$ cat config.mk
export PLATFORM = sky130hd
export DESIGN_NAME = bounded_lifo_stack_core
export DESIGN_NICKNAME = d
export VERILOG_FILES = /design/src/rtl/bls_pkg.sv /design/src/rtl/bls_cell.sv /design/src/rtl/bls_ctrl.sv /design/src/rtl/bounded_lifo_stack_core.sv
export VERILOG_INCLUDE_DIRS = /design/src /design/src/rtl
export SDC_FILE = /design/constraint.sdc
export NUM_CORES = 2
export LEC_CHECK = 0
export BUFFER_PORTS_ARGS = -buffer_cell sky130_fd_sc_hd__clkbuf_2
export CAP_MARGIN = 20
export CELL_PAD_IN_SITES_DETAIL_PLACEMENT = 0
export CELL_PAD_IN_SITES_GLOBAL_PLACEMENT = 1
export CORE_MARGIN = 4
export CORE_UTILIZATION = 57
export DETAILED_ROUTE_END_ITERATION = 7
export PLACE_DENSITY = 0.87
export SYNTH_ARGS = -nofsm -noshare
export SYNTH_HDL_FRONTEND = slang
export SYNTH_HIERARCHICAL = 1
export SYNTH_SLANG_ARGS = --single-unit
$ cat constraint.sdc
create_clock -name clk -period 7.95 [get_ports clk]
set_input_delay 1.59 -clock clk [delete_from_list [all_inputs] [get_ports clk]]
set_output_delay 1.59 -clock clk [all_outputs]
set_load 0.02 [all_outputs]
$ cat src/rtl/assert_macros.svh
// assertion helpers for the rtl
`ifndef ASSERT_MACROS_SVH
`define ASSERT_MACROS_SVH

// property checked on every rising edge outside reset
`define BLS_ASSERT(lbl, clk, rst_n, prop) \
  lbl: assert property (@(posedge clk) disable iff (!rst_n) (prop)) \
    else $error("bls assertion failed");

// non-overlapping implication checked outside reset
`define BLS_ASSERT_NEXT(lbl, clk, rst_n, cond, prop) \
  lbl: assert property (@(posedge clk) disable iff (!rst_n) (cond) |=> (prop)) \
    else $error("bls assertion failed");

`endif

$ cat src/rtl/bls_pkg.sv
`default_nettype none

package bls_pkg;

  // field widths of the request and result
  localparam int WORD_W    = 32;
  localparam int KIND_W    = 3;
  localparam int POS_W     = 6;
  localparam int CNT_W     = 7;
  localparam int STAT_W    = 3;
  localparam int DEPTH_DEF = 64;

  // request kinds
  localparam logic [KIND_W-1:0] KIND_PUSH   = 3'd0;
  localparam logic [KIND_W-1:0] KIND_POP    = 3'd1;
  localparam logic [KIND_W-1:0] KIND_CLEAR  = 3'd2;
  localparam logic [KIND_W-1:0] KIND_READ   = 3'd3;
  localparam logic [KIND_W-1:0] KIND_LOCATE = 3'd4;

  // status codes
  localparam logic [STAT_W-1:0] STAT_OK       = 3'd0;
  localparam logic [STAT_W-1:0] STAT_FULL     = 3'd1;
  localparam logic [STAT_W-1:0] STAT_EMPTY    = 3'd2;
  localparam logic [STAT_W-1:0] STAT_RANGE    = 3'd3;
  localparam logic [STAT_W-1:0] STAT_NOTFOUND = 3'd4;

  typedef struct packed {
    logic [KIND_W-1:0]        kind;
    logic signed [WORD_W-1:0] value;
    logic [POS_W-1:0]         position;
  } in_req_t;

  typedef struct packed {
    logic signed [WORD_W-1:0] data;
    logic [POS_W-1:0]         found_position;
    logic [CNT_W-1:0]         count;
    logic [STAT_W-1:0]        status;
  } out_rsp_t;

  // move of the cell row: hold, shift toward the bottom taking a new top,
  // or shift toward the top with the top wrapping around to the last cell
  typedef enum logic [1:0] {
    SH_HOLD,
    SH_PUSH,
    SH_POP
  } shift_op_t;

  typedef enum logic {
    ST_IDLE,
    ST_SCAN
  } state_t;

endpackage

`default_nettype wire

$ cat src/rtl/bls_cell.sv
`default_nettype none

module bls_cell
  import bls_pkg::*;
(
  input  wire logic                     clk,
  input  wire shift_op_t                shift_op,
  input  wire logic signed [WORD_W-1:0] from_prev,
  input  wire logic signed [WORD_W-1:0] from_next,
  output logic signed [WORD_W-1:0]      word
);

  logic signed [WORD_W-1:0] word_r;
  logic signed [WORD_W-1:0] word_nxt;

  // pick the neighbor word for this cycle's move
  always_comb begin
    case (shift_op)
      SH_PUSH: word_nxt = from_prev;
      SH_POP:  word_nxt = from_next;
      default: word_nxt = word_r;
    endcase
  end

  always_ff @(posedge clk) begin
    word_r <= word_nxt;
  end

  assign word = word_r;

endmodule

`default_nettype wire

$ cat src/rtl/bls_ctrl.sv
`default_nettype none
`include "assert_macros.svh"

module bls_ctrl
  import bls_pkg::*;
#(
  parameter int DEPTH = DEPTH_DEF
) (
  input  wire logic                     clk,
  input  wire logic                     rst_n,
  input  wire logic                     start,
  output logic                          busy,
  input  wire in_req_t                  in_req,
  input  wire logic signed [WORD_W-1:0] top_word,
  output shift_op_t                     shift_op,
  output logic                          out_valid,
  output out_rsp_t                      out_rsp
);

  localparam int CW   = $clog2(DEPTH + 1);
  localparam int IW   = $clog2(DEPTH);
  localparam int EXTW = (CW > CNT_W) ? CW : CNT_W;

  state_t                   state_r, state_nxt;
  logic [CW-1:0]            count_r, count_nxt;
  logic [IW-1:0]            k_r, k_nxt;
  logic [IW-1:0]            tgt_r, tgt_nxt;
  logic [KIND_W-1:0]        kind_r, kind_nxt;
  logic signed [WORD_W-1:0] word_r, word_nxt;
  logic signed [WORD_W-1:0] data_r, data_nxt;
  logic                     hit_r, hit_nxt;
  logic [EXTW-1:0]          found_r, found_nxt;
  logic                     out_valid_r, out_valid_nxt;
  out_rsp_t                 out_rsp_r, out_rsp_nxt;

  logic [EXTW-1:0] count_ext;
  logic [EXTW-1:0] pos_ext;
  logic [EXTW-1:0] k_ext;
  logic [EXTW-1:0] found_now;
  logic            scan_last;
  logic            match_now;

  // scan bookkeeping: k counts rotations, so the top cell holds original cell k
  assign count_ext = EXTW'(count_r);
  assign pos_ext   = EXTW'(in_req.position);
  assign k_ext     = EXTW'(k_r);
  assign found_now = count_ext - EXTW'(1) - k_ext;
  assign scan_last = (k_r == IW'(DEPTH - 1));
  assign match_now = (k_ext < count_ext) && (top_word == word_r);

  // next state, stack count and result
  always_comb begin
    logic [EXTW-1:0] cnt_x;
    out_rsp_t        rsp;

    state_nxt     = state_r;
    count_nxt     = count_r;
    k_nxt         = k_r;
    tgt_nxt       = tgt_r;
    kind_nxt      = kind_r;
    word_nxt      = word_r;
    data_nxt      = data_r;
    hit_nxt       = hit_r;
    found_nxt     = found_r;
    out_valid_nxt = 1'b0;
    shift_op      = SH_HOLD;
    rsp           = '0;
    rsp.status    = STAT_OK;

    case (state_r)
      ST_IDLE: begin
        if (start) begin
          out_valid_nxt = 1'b1;
          kind_nxt      = in_req.kind;
          case (in_req.kind)
            KIND_PUSH: begin
              if (count_r >= CW'(DEPTH)) begin
                rsp.status = STAT_FULL;
              end else begin
                shift_op  = SH_PUSH;
                count_nxt = count_r + CW'(1);
              end
            end
            KIND_POP: begin
              if (count_r == '0) begin
                rsp.status = STAT_EMPTY;
              end else begin
                shift_op  = SH_POP;
                count_nxt = count_r - CW'(1);
                rsp.data  = top_word;
              end
            end
            KIND_CLEAR: begin
              count_nxt = '0;
            end
            KIND_READ: begin
              if (pos_ext >= count_ext) begin
                rsp.status = STAT_RANGE;
              end else begin
                out_valid_nxt = 1'b0;
                state_nxt     = ST_SCAN;
                k_nxt         = '0;
                tgt_nxt       = IW'(count_ext - EXTW'(1) - pos_ext);
                data_nxt      = '0;
              end
            end
            KIND_LOCATE: begin
              if (count_r == '0) begin
                rsp.status = STAT_NOTFOUND;
              end else begin
                out_valid_nxt = 1'b0;
                state_nxt     = ST_SCAN;
                k_nxt         = '0;
                word_nxt      = in_req.value;
                hit_nxt       = 1'b0;
                found_nxt     = '0;
              end
            end
            default: begin
            end
          endcase
        end
      end
      ST_SCAN: begin
        // rotate the whole row once per cycle, DEPTH times in all
        shift_op = SH_POP;
        k_nxt    = scan_last ? '0 : k_r + IW'(1);
        if (kind_r == KIND_READ) begin
          if (k_r == tgt_r) begin
            data_nxt = top_word;
          end
        end else if (match_now) begin
          // later k is a lower position, so the last match wins
          hit_nxt   = 1'b1;
          found_nxt = found_now;
        end
        if (scan_last) begin
          state_nxt     = ST_IDLE;
          out_valid_nxt = 1'b1;
          if (kind_r == KIND_READ) begin
            rsp.data = data_nxt;
          end else begin
            rsp.found_position = hit_nxt ? found_nxt[POS_W-1:0] : '0;
            rsp.status         = hit_nxt ? STAT_OK : STAT_NOTFOUND;
          end
        end
      end
      default: begin
        state_nxt = ST_IDLE;
      end
    endcase

    cnt_x       = EXTW'(count_nxt);
    rsp.count   = cnt_x[CNT_W-1:0];
    out_rsp_nxt = out_valid_nxt ? rsp : out_rsp_r;
  end

  // control registers
  always_ff @(posedge clk) begin
    if (!rst_n) begin
      state_r     <= ST_IDLE;
      count_r     <= '0;
      out_valid_r <= 1'b0;
    end else begin
      state_r     <= state_nxt;
      count_r     <= count_nxt;
      out_valid_r <= out_valid_nxt;
    end
  end

  // scan and result payload
  always_ff @(posedge clk) begin
    k_r       <= k_nxt;
    tgt_r     <= tgt_nxt;
    kind_r    <= kind_nxt;
    word_r    <= word_nxt;
    data_r    <= data_nxt;
    hit_r     <= hit_nxt;
    found_r   <= found_nxt;
    out_rsp_r <= out_rsp_nxt;
  end

  assign busy      = (state_r != ST_IDLE);
  assign out_valid = out_valid_r;
  assign out_rsp   = out_rsp_r;

  `BLS_ASSERT(a_count_bound, clk, rst_n, count_r <= CW'(DEPTH))
  `BLS_ASSERT_NEXT(a_scan_count_stable, clk, rst_n, state_r == ST_SCAN,
    $stable(count_r))
  `BLS_ASSERT(a_result_has_cause, clk, rst_n,
    !out_valid_r || $past((start && state_r == ST_IDLE) || (state_r == ST_SCAN && scan_last)))
  `BLS_ASSERT(a_scan_starts_at_top, clk, rst_n, !$rose(busy) || k_r == '0)

endmodule

`default_nettype wire

$ cat src/rtl/bounded_lifo_stack_core.sv
`default_nettype none
// Bounded LIFO stack of signed 32-bit words, capacity DEPTH.
// Requests: drive in_req and raise start; the request is taken at a rising
// edge where start is high and busy is low. Kinds are push, pop, clear,
// read at a position from the bottom, and locate the lowest position of a
// value. Each request gives exactly one result on out_rsp, shown for a
// single cycle with out_valid high; the receiver cannot stall it.
// Push, pop, clear, unknown kinds and rejected reads or locates answer in the
// cycle after the request and a new request may follow in the next cycle.
// Read and locate rotate the row of storage cells through the top cell
// once and answer when the rotation ends; busy is high while the row rotates.
// Only the top cell has a compare and capture point, hence the rotation.
// Reset clears the entry count and any rotation in progress; the stored
// words are not cleared and are never read before a push writes them.
// Push, pop and clear are taken at 1 request per cycle while busy is low; a
// read or locate keeps busy high and takes no new request until it ends.

module bounded_lifo_stack_core
  import bls_pkg::*;
#(
  parameter int DEPTH = DEPTH_DEF
) (
  input  wire logic    clk,
  input  wire logic    rst_n,
  input  wire logic    start,
  output logic         busy,
  input  wire in_req_t in_req,
  output logic         out_valid,
  output out_rsp_t     out_rsp
);

  shift_op_t                shift_op;
  logic signed [WORD_W-1:0] cell_word [DEPTH];

  // request sequencing, count and result
  bls_ctrl #(
    .DEPTH(DEPTH)
  ) u_ctrl (
    .clk      (clk),
    .rst_n    (rst_n),
    .start    (start),
    .busy     (busy),
    .in_req   (in_req),
    .top_word (cell_word[0]),
    .shift_op (shift_op),
    .out_valid(out_valid),
    .out_rsp  (out_rsp)
  );

  // row of cells, cell 0 holds the top of the stack
  for (genvar i = 0; i < DEPTH; i++) begin : g_cell
    logic signed [WORD_W-1:0] prev_word;
    logic signed [WORD_W-1:0] next_word;

    if (i == 0) begin : g_first
      assign prev_word = in_req.value;
    end else begin : g_mid_prev
      assign prev_word = cell_word[i-1];
    end

    if (i == DEPTH - 1) begin : g_last
      assign next_word = cell_word[0];
    end else begin : g_mid_next
      assign next_word = cell_word[i+1];
    end

    bls_cell u_cell (
      .clk      (clk),
      .shift_op (shift_op),
      .from_prev(prev_word),
      .from_next(next_word),
      .word     (cell_word[i])
    );
  end

endmodule

`default_nettype wire
; ---- Word level (Yosys, flattened, before mapping)
; Index checks and enable logic that the tools add are counted.
[totals]
memories = 0
regBits = 2191
romBits = 0
output_inout_bits = 50
latch_bits = 0
wordCells = 249
mem_bits_rw = 0
[classes]
mul = 0
div = 0
shift = 0
n_reduce_logical = 11
eq_ne = 18
n_bitwise = 5
order_cmp = 3
muxes = 129
add_sub_neg = 5
[ops]
columns = cell, count
row1 = one-hot mux 32 bit (2 select lines), 66
row2 = two-way mux 32 bit, 9
row3 = two-way mux 6 bit, 11
row4 = two-way mux 38 bit, 1
row5 = one-hot mux 6 bit (2 select lines), 3
row6 = equality test 32 bit, 1
row7 = two-way mux 7 bit, 4
row8 = one-hot mux 7 bit (3 select lines), 1
row9 = two-way mux 1 bit, 16
row10 = two-way mux 3 bit, 5
row11 = one-hot mux 3 bit (4 select lines), 1
row12 = AND reduction 4 bit, 3
row13 = subtractor 6 bit, 2
row14 = != test 2 bit (second input constant), 5
row15 = one-hot mux 1 bit (2 select lines), 5
row16 = equality test 3 x 2 -> 1 bit (second input constant), 3
row17 = != test 3 bit (second input constant), 3
row18 = two-way mux 2 bit, 4
row19 = one-hot mux 2 bit (2 select lines), 2
row20 = adder 7 x 1 -> 7 bit (second input constant), 1
row21 = greater-or-equal comparator 6 x 7 -> 1 bit, 1
row22 = greater-or-equal comparator 7 bit (second input constant), 1
row23 = logical NOT 7 bit, 1
row24 = < comparator 6 x 7 -> 1 bit, 1
row25 = 16 further kinds, 21

; ---- Depth between registers and ports, before layout
[logic_depth]
depth_word = 9
depth_mapped = 10

; ---- By module
; Netlist, hierarchy kept.
[by_module_without_submodules]
columns = mod, area_each_um2, n_inst, seq_area_each_um2, cells_per_inst
row1 = bls_cell, 1525.2, 64, 960.9, 71
row2 = bls_ctrl, 7118.1, 1, 4204.0, 557

; ---- Worst setup path before layout
; No wires, ideal clock.
[synth_path]
path_type = input-to-reg
from = input in_req[39] (netlist name)
to = register g_cell[0].u_cell.word_r[0], enable pin
n_path_buf = 2
required_ns = 7.563
setup_slack_ns = 0.971
arrival_ns = 6.593
setup_time_ns = 0.387
cell_stages = 7
cell_sequence = clkbuf_1 > or3_1 > clkbuf_1 > nor3_1 > inv_1 > ha_1 > inv_1
[synth_between]
elab_chain_cells = 6
[synth_rtl]
columns = element, line_no
row1 = "start, declared", bounded_lifo_stack_core.sv:27  ; input wire in_req_t in_req,
row2 = equality test 3 x 1 -> 1 bit or logical NOT 3 bit (tied branches), bls_ctrl.sv:75  ; case (in_req.kind)
row3 = one-hot mux 2 bit (2 select lines) *, bls_ctrl.sv:75
row4 = two-way mux 2 bit *, bls_ctrl.sv:72  ; if (start) begin
row5 = one-hot mux 2 bit (2 select lines) *, bls_ctrl.sv:70  ; case (state_r)
row6 = via shift_op[0], bounded_lifo_stack_core.sv:32  ; shift_op_t shift_op;
row7 = equality test 2 x 1 -> 1 bit or equality test 2 bit (tied branches), bls_cell.sv:18  ; case (shift_op)
row8 = nonzero test 2 bit (no line) *, n/a
row9 = "end signal, assigned", bls_cell.sv:26  ; word_r <= word_nxt;
row10 = "end, declared", bls_cell.sv:13  ; logic signed [WORD_W-1:0] word_r;
; The timed path passes the listed nets; every way through them passes the cells marked *.
; A chain may end at the register's enable or synchronous reset.

; ---- Worst setup path after layout
[layout_path]
from = input in_req[40] (netlist name)
to = register g_cell[44].u_cell.word_r[30], data pin
[layout_between]
elab_chain_cells = 6
[layout_rtl]
columns = element, line_no
row1 = equality test 3 x 1 -> 1 bit or logical NOT 3 bit (tied branches), bls_ctrl.sv:75
row2 = one-hot mux 2 bit (2 select lines) *, bls_ctrl.sv:75
row3 = two-way mux 2 bit *, bls_ctrl.sv:72
row4 = one-hot mux 2 bit (2 select lines) *, bls_ctrl.sv:70
row5 = via shift_op[1], bounded_lifo_stack_core.sv:32
row6 = equality test 2 bit or equality test 2 x 1 -> 1 bit (tied branches), bls_cell.sv:18
row7 = one-hot mux 32 bit (2 select lines) *, bls_cell.sv:18
row8 = via g_cell[44].u_cell.word_nxt[30], bls_cell.sv:14  ; logic signed [WORD_W-1:0] word_nxt;
row9 = "end signal, assigned", bls_cell.sv:26
row10 = "end, declared", bls_cell.sv:13
; Marked as above.

==> results.yml <==
run_status:
  status: "finished, final reports clean"
hold_path:
  hold_end: "g_cell[62].u_cell/word[25]$_DFFE_PP_"
  hold_start: "g_cell[63].u_cell/word[25]$_DFFE_PP_"
  min_path_type: "flip-flop to flip-flop"
  hold_depth: 1
setup_path:
  rr_worst_depth: 8
  timing.rr.start: "u_ctrl/count_ext[0]$_SDFF_PN0_"
  worstPathRequired_ns: 8.51
  cp_max_fo: 53
  crit_arrival_ns: 5.61
  cpPeakStageDelay_ns: 0.97
  cp_cell_sequence: "clkbuf_2, nand2b_1, a311oi_1, nand2_1, nand2_4, buf_4, ha_2, mux2_2"
  end_kind: "flip-flop"
  criticalPathCategory: "input pin to flip-flop"
  r2r_setup_slack_ns: 3.01
  worstSetupStartpointType: "input pin"
  r2r_end: "g_cell[44].u_cell/word[30]$_DFFE_PP_"
  crit_slowest_cell: "ha_2"
detailed_routing:
  vias_per_cell: 5.78
  ant_nets: 0
  drc: 0
  wl_mm: 202
  dr_total_vias: 45534
  wl_per_cell_um: 25.7
  drtIter0Drc: 4700
  drt_pass1_iterations: 6
timing:
  skew_ns: 0.0449
  min_period_ns: 5.05
  hold_violations: 0
  fin_setup_tns_ns: 0
  min_period_over_period: 0.635
  setup-violations-final: 0
  finalMaxSlewViolations: 0
  worst_pin_slew_ns: 1.16
  clock.fmax_mhz: 198
  maxSlewHeadroom: 0.226
  rsz0062_at_grt: "false"
floorplan:
  die-area_um2: 191000
  core_um2: 183000
  std_cell_rows: 157
  die_h_um: 437
  die_x_um: 437
  initial_utilization: 0.573
  pin_count: 94
synthesis:
  ys_warn_count: 6
  synthTopCellsByArea: "edfxtp_1 63%, mux2_4 28%, buf_12 3.7%"
  syn_inst: 5101
  ys_seq_area_frac: 0.627
  ys_ff_latch: 2191
  synth_nets: 5237
  ys.flop_type: "edfxtp_1"
  synth_cell_type_count: 59
  avgSynthCellArea_um2: 20.5
  synth_edf_count: 2182
  synth_area_um2: 105000
  async_flop_share: 0
  synth_area_leader_cell: "edfxtp_1"
  synth_top_area_share: 0.626
cts:
  clock_sinks: 2191
  cts_buffer_depth: 3
  hold_buffers: 0
  numCtsBuffers: 215
  postCtsSetupRepairBufs: 0
  cts_max_level: 4
  cts.reportedPaths.clkPinSlew_ns: 0.06
  cts_tree: "built"
  root_buffer: "clkbuf_16"
  insertion_delay_ns: 0.85
  cts_resized: 0
place:
  placed_area_um2: 105000
  io_buffers: 93
  gp_congestion: 0.868
  place_hpwl_mm: 137
pwr:
  power_density_nw_per_um2: 218
  p_leak_nw: 40.4
  ir_drop_v: 0.000253
  p_total_w: 0.0245
global_routing:
  grt_overflow: 0
  grt_use_met3: 0.0386
  grt_util_met2: 0.323
  antenna_found_initial: 4
  use_met1: 0.296
  grt_pass1_vias: 46785
  grt_busiest_layer: "met2"
  grt_usage: 0.204
  grt_max_degree: 65
  grt_pass1_wl_mm: 301
final_layout:
  synthToLayoutAreaGrowth_pct: 7.13
  layout.nets: 5375
  fin_util: 0.613
  stdcell_area_um2: 112000
  drive_gt1_frac: 0.484
flow_run:
  max_cap_viol_count: 0
cells by family after synthesis:
family | synth area share
adders and majority gates | 0.0111
buffers and inverters | 0.0506
muxes | 0.292
AOI/OAI and AO/OA | 0.00744
DFF | 0.627
xor gates and xnor gates | 0.00443
and+or+nand+nor | 0.00700
critical path, delay by kind of cell:
kind            cells  cell delay, ns
simple gates        3            1.24
mux                 1            0.43
fa+ha+maj           1            0.97
compound gates      1            0.77
buf+inv             2            0.51
layout by cell type, fill, tap and decap left out, drive strengths merged, types with 3 or more instances in the layout:
cell type / synthesis / final
o21a: 3 / 3
bufinv: 0 / 11
a22o: 33 / 33
and2: 10 / 10
nand2: 19 / 19
nor3: 8 / 8
xor2: 19 / 19
buf: 273 / 111
clkbuf: 10 / 358
nor2: 50 / 50
ha: 90 / 90
nand3: 21 / 21
a21oi: 9 / 9
nand2b: 6 / 6
a21o: 10 / 10
nand4: 8 / 8
clkinv: 0 / 105
a31oi: 3 / 3
inv: 155 / 158
or3: 3 / 3
a211oi: 4 / 4
o21ai: 20 / 20
mux2i: 32 / 32
nor4: 4 / 4
xnor2: 34 / 34
and3: 6 / 6
mux2: 2048 / 2048
dfxtp: 9 / 9
edfxtp: 2182 / 2182
synth_stat cells, drive strengths merged (2+ instances only):
cell / instances
nand2b: 6
inv: 155
nor3: 8
or4: 2
xnor2: 34
o21a: 3
mux2i: 32
nand4: 8
nor4: 4
buf: 273
o22ai: 2
a21oi: 9
o31a: 2
ha: 90
o32ai: 2
and2: 10
nand2: 19
a22oi: 2
o21ai: 20
a211oi: 4
nand3: 21
clkbuf: 10
a21o: 10
mux2: 2048
nor2: 50
o221ai: 2
edfxtp: 2182
or3: 3
o31ai: 2
xor2: 19
and3: 6
a22o: 33
a31oi: 3
nand4b: 2
dfxtp: 9
fa: 2
nor2b: 2
metal layers:
layer  routed length [um]  share of wire
met1                91000           0.45
met2                95000           0.47
met3                11700          0.058
met4                 4220          0.021
met5                    7       0.000035
through the flow:
| step | hold slack, ns | setup slack [ns] | std cells |
|---|---|---|---|
| finish | 0.549 | 2.90 | 7874 |
| global route | 0.560 | 2.76 | 7873 |
| CTS | 0.548 | 3.06 | 7840 |
| detailed placement | 0.535 | 2.17 | 7454 |
| global placement | 0.531 | 2.26 | 7432 |
| floorplan | 0.523 | 0.971 | 5101 |
state kept, by name, summed over array words and instances, names as in the netlist:
| register | flops |
|---|---|
| g_cell.u_cell/word | 2048 |
| u_ctrl/out_rsp | 48 |
| u_ctrl/data_r | 32 |
| u_ctrl/word_r | 32 |
| u_ctrl/count_ext | 7 |
| u_ctrl/found_r | 6 |
| u_ctrl/k_r | 6 |
| u_ctrl/tgt_r | 6 |
| u_ctrl/kind_r | 3 |
| u_ctrl/busy | 1 |
| u_ctrl/hit_r | 1 |
| u_ctrl/out_valid | 1 |
layout make-up:
cell class                      count  area [um^2]
Multi-Input combinational cell   2472        33900
Fill cell                       12382        70700
Antenna cell                        2         5.00
Clock inverter                    121         1070
Timing Repair Buffer              204         2200
Inverter                          155          582
Tap cell                         2464         3080
Clock buffer                      265         5630
Sequential cell                  2191        65700
how the worst max path moves through the flow:
stage                    start                                    to  slack, ns  cells after the start
floorplan           in_req[39]    g_cell[0].u_cell/word[0]$_DFFE_PP_       0.97                      7
global placement    in_req[40]  g_cell[52].u_cell/word[30]$_DFFE_PP_       2.26                      8
detailed placement  in_req[40]  g_cell[52].u_cell/word[30]$_DFFE_PP_       2.17                      8
CTS                 in_req[40]  g_cell[52].u_cell/word[31]$_DFFE_PP_       3.06                      8
global route        in_req[40]  g_cell[47].u_cell/word[31]$_DFFE_PP_       2.76                      8
finish              in_req[40]  g_cell[44].u_cell/word[30]$_DFFE_PP_       2.90                      8
report_power, final:
part | total, W | internal, W | switching [W] | leakage [nW]
Sequential | 0.0134 | 0.0131 | 0.000281 | 20.0
Clock | 0.00976 | 0.00539 | 0.00436 | 3.28
Combinational | 0.00129 | 0.000728 | 0.000567 | 17.1
Note: power is estimated with default switching activity, not from simulation.
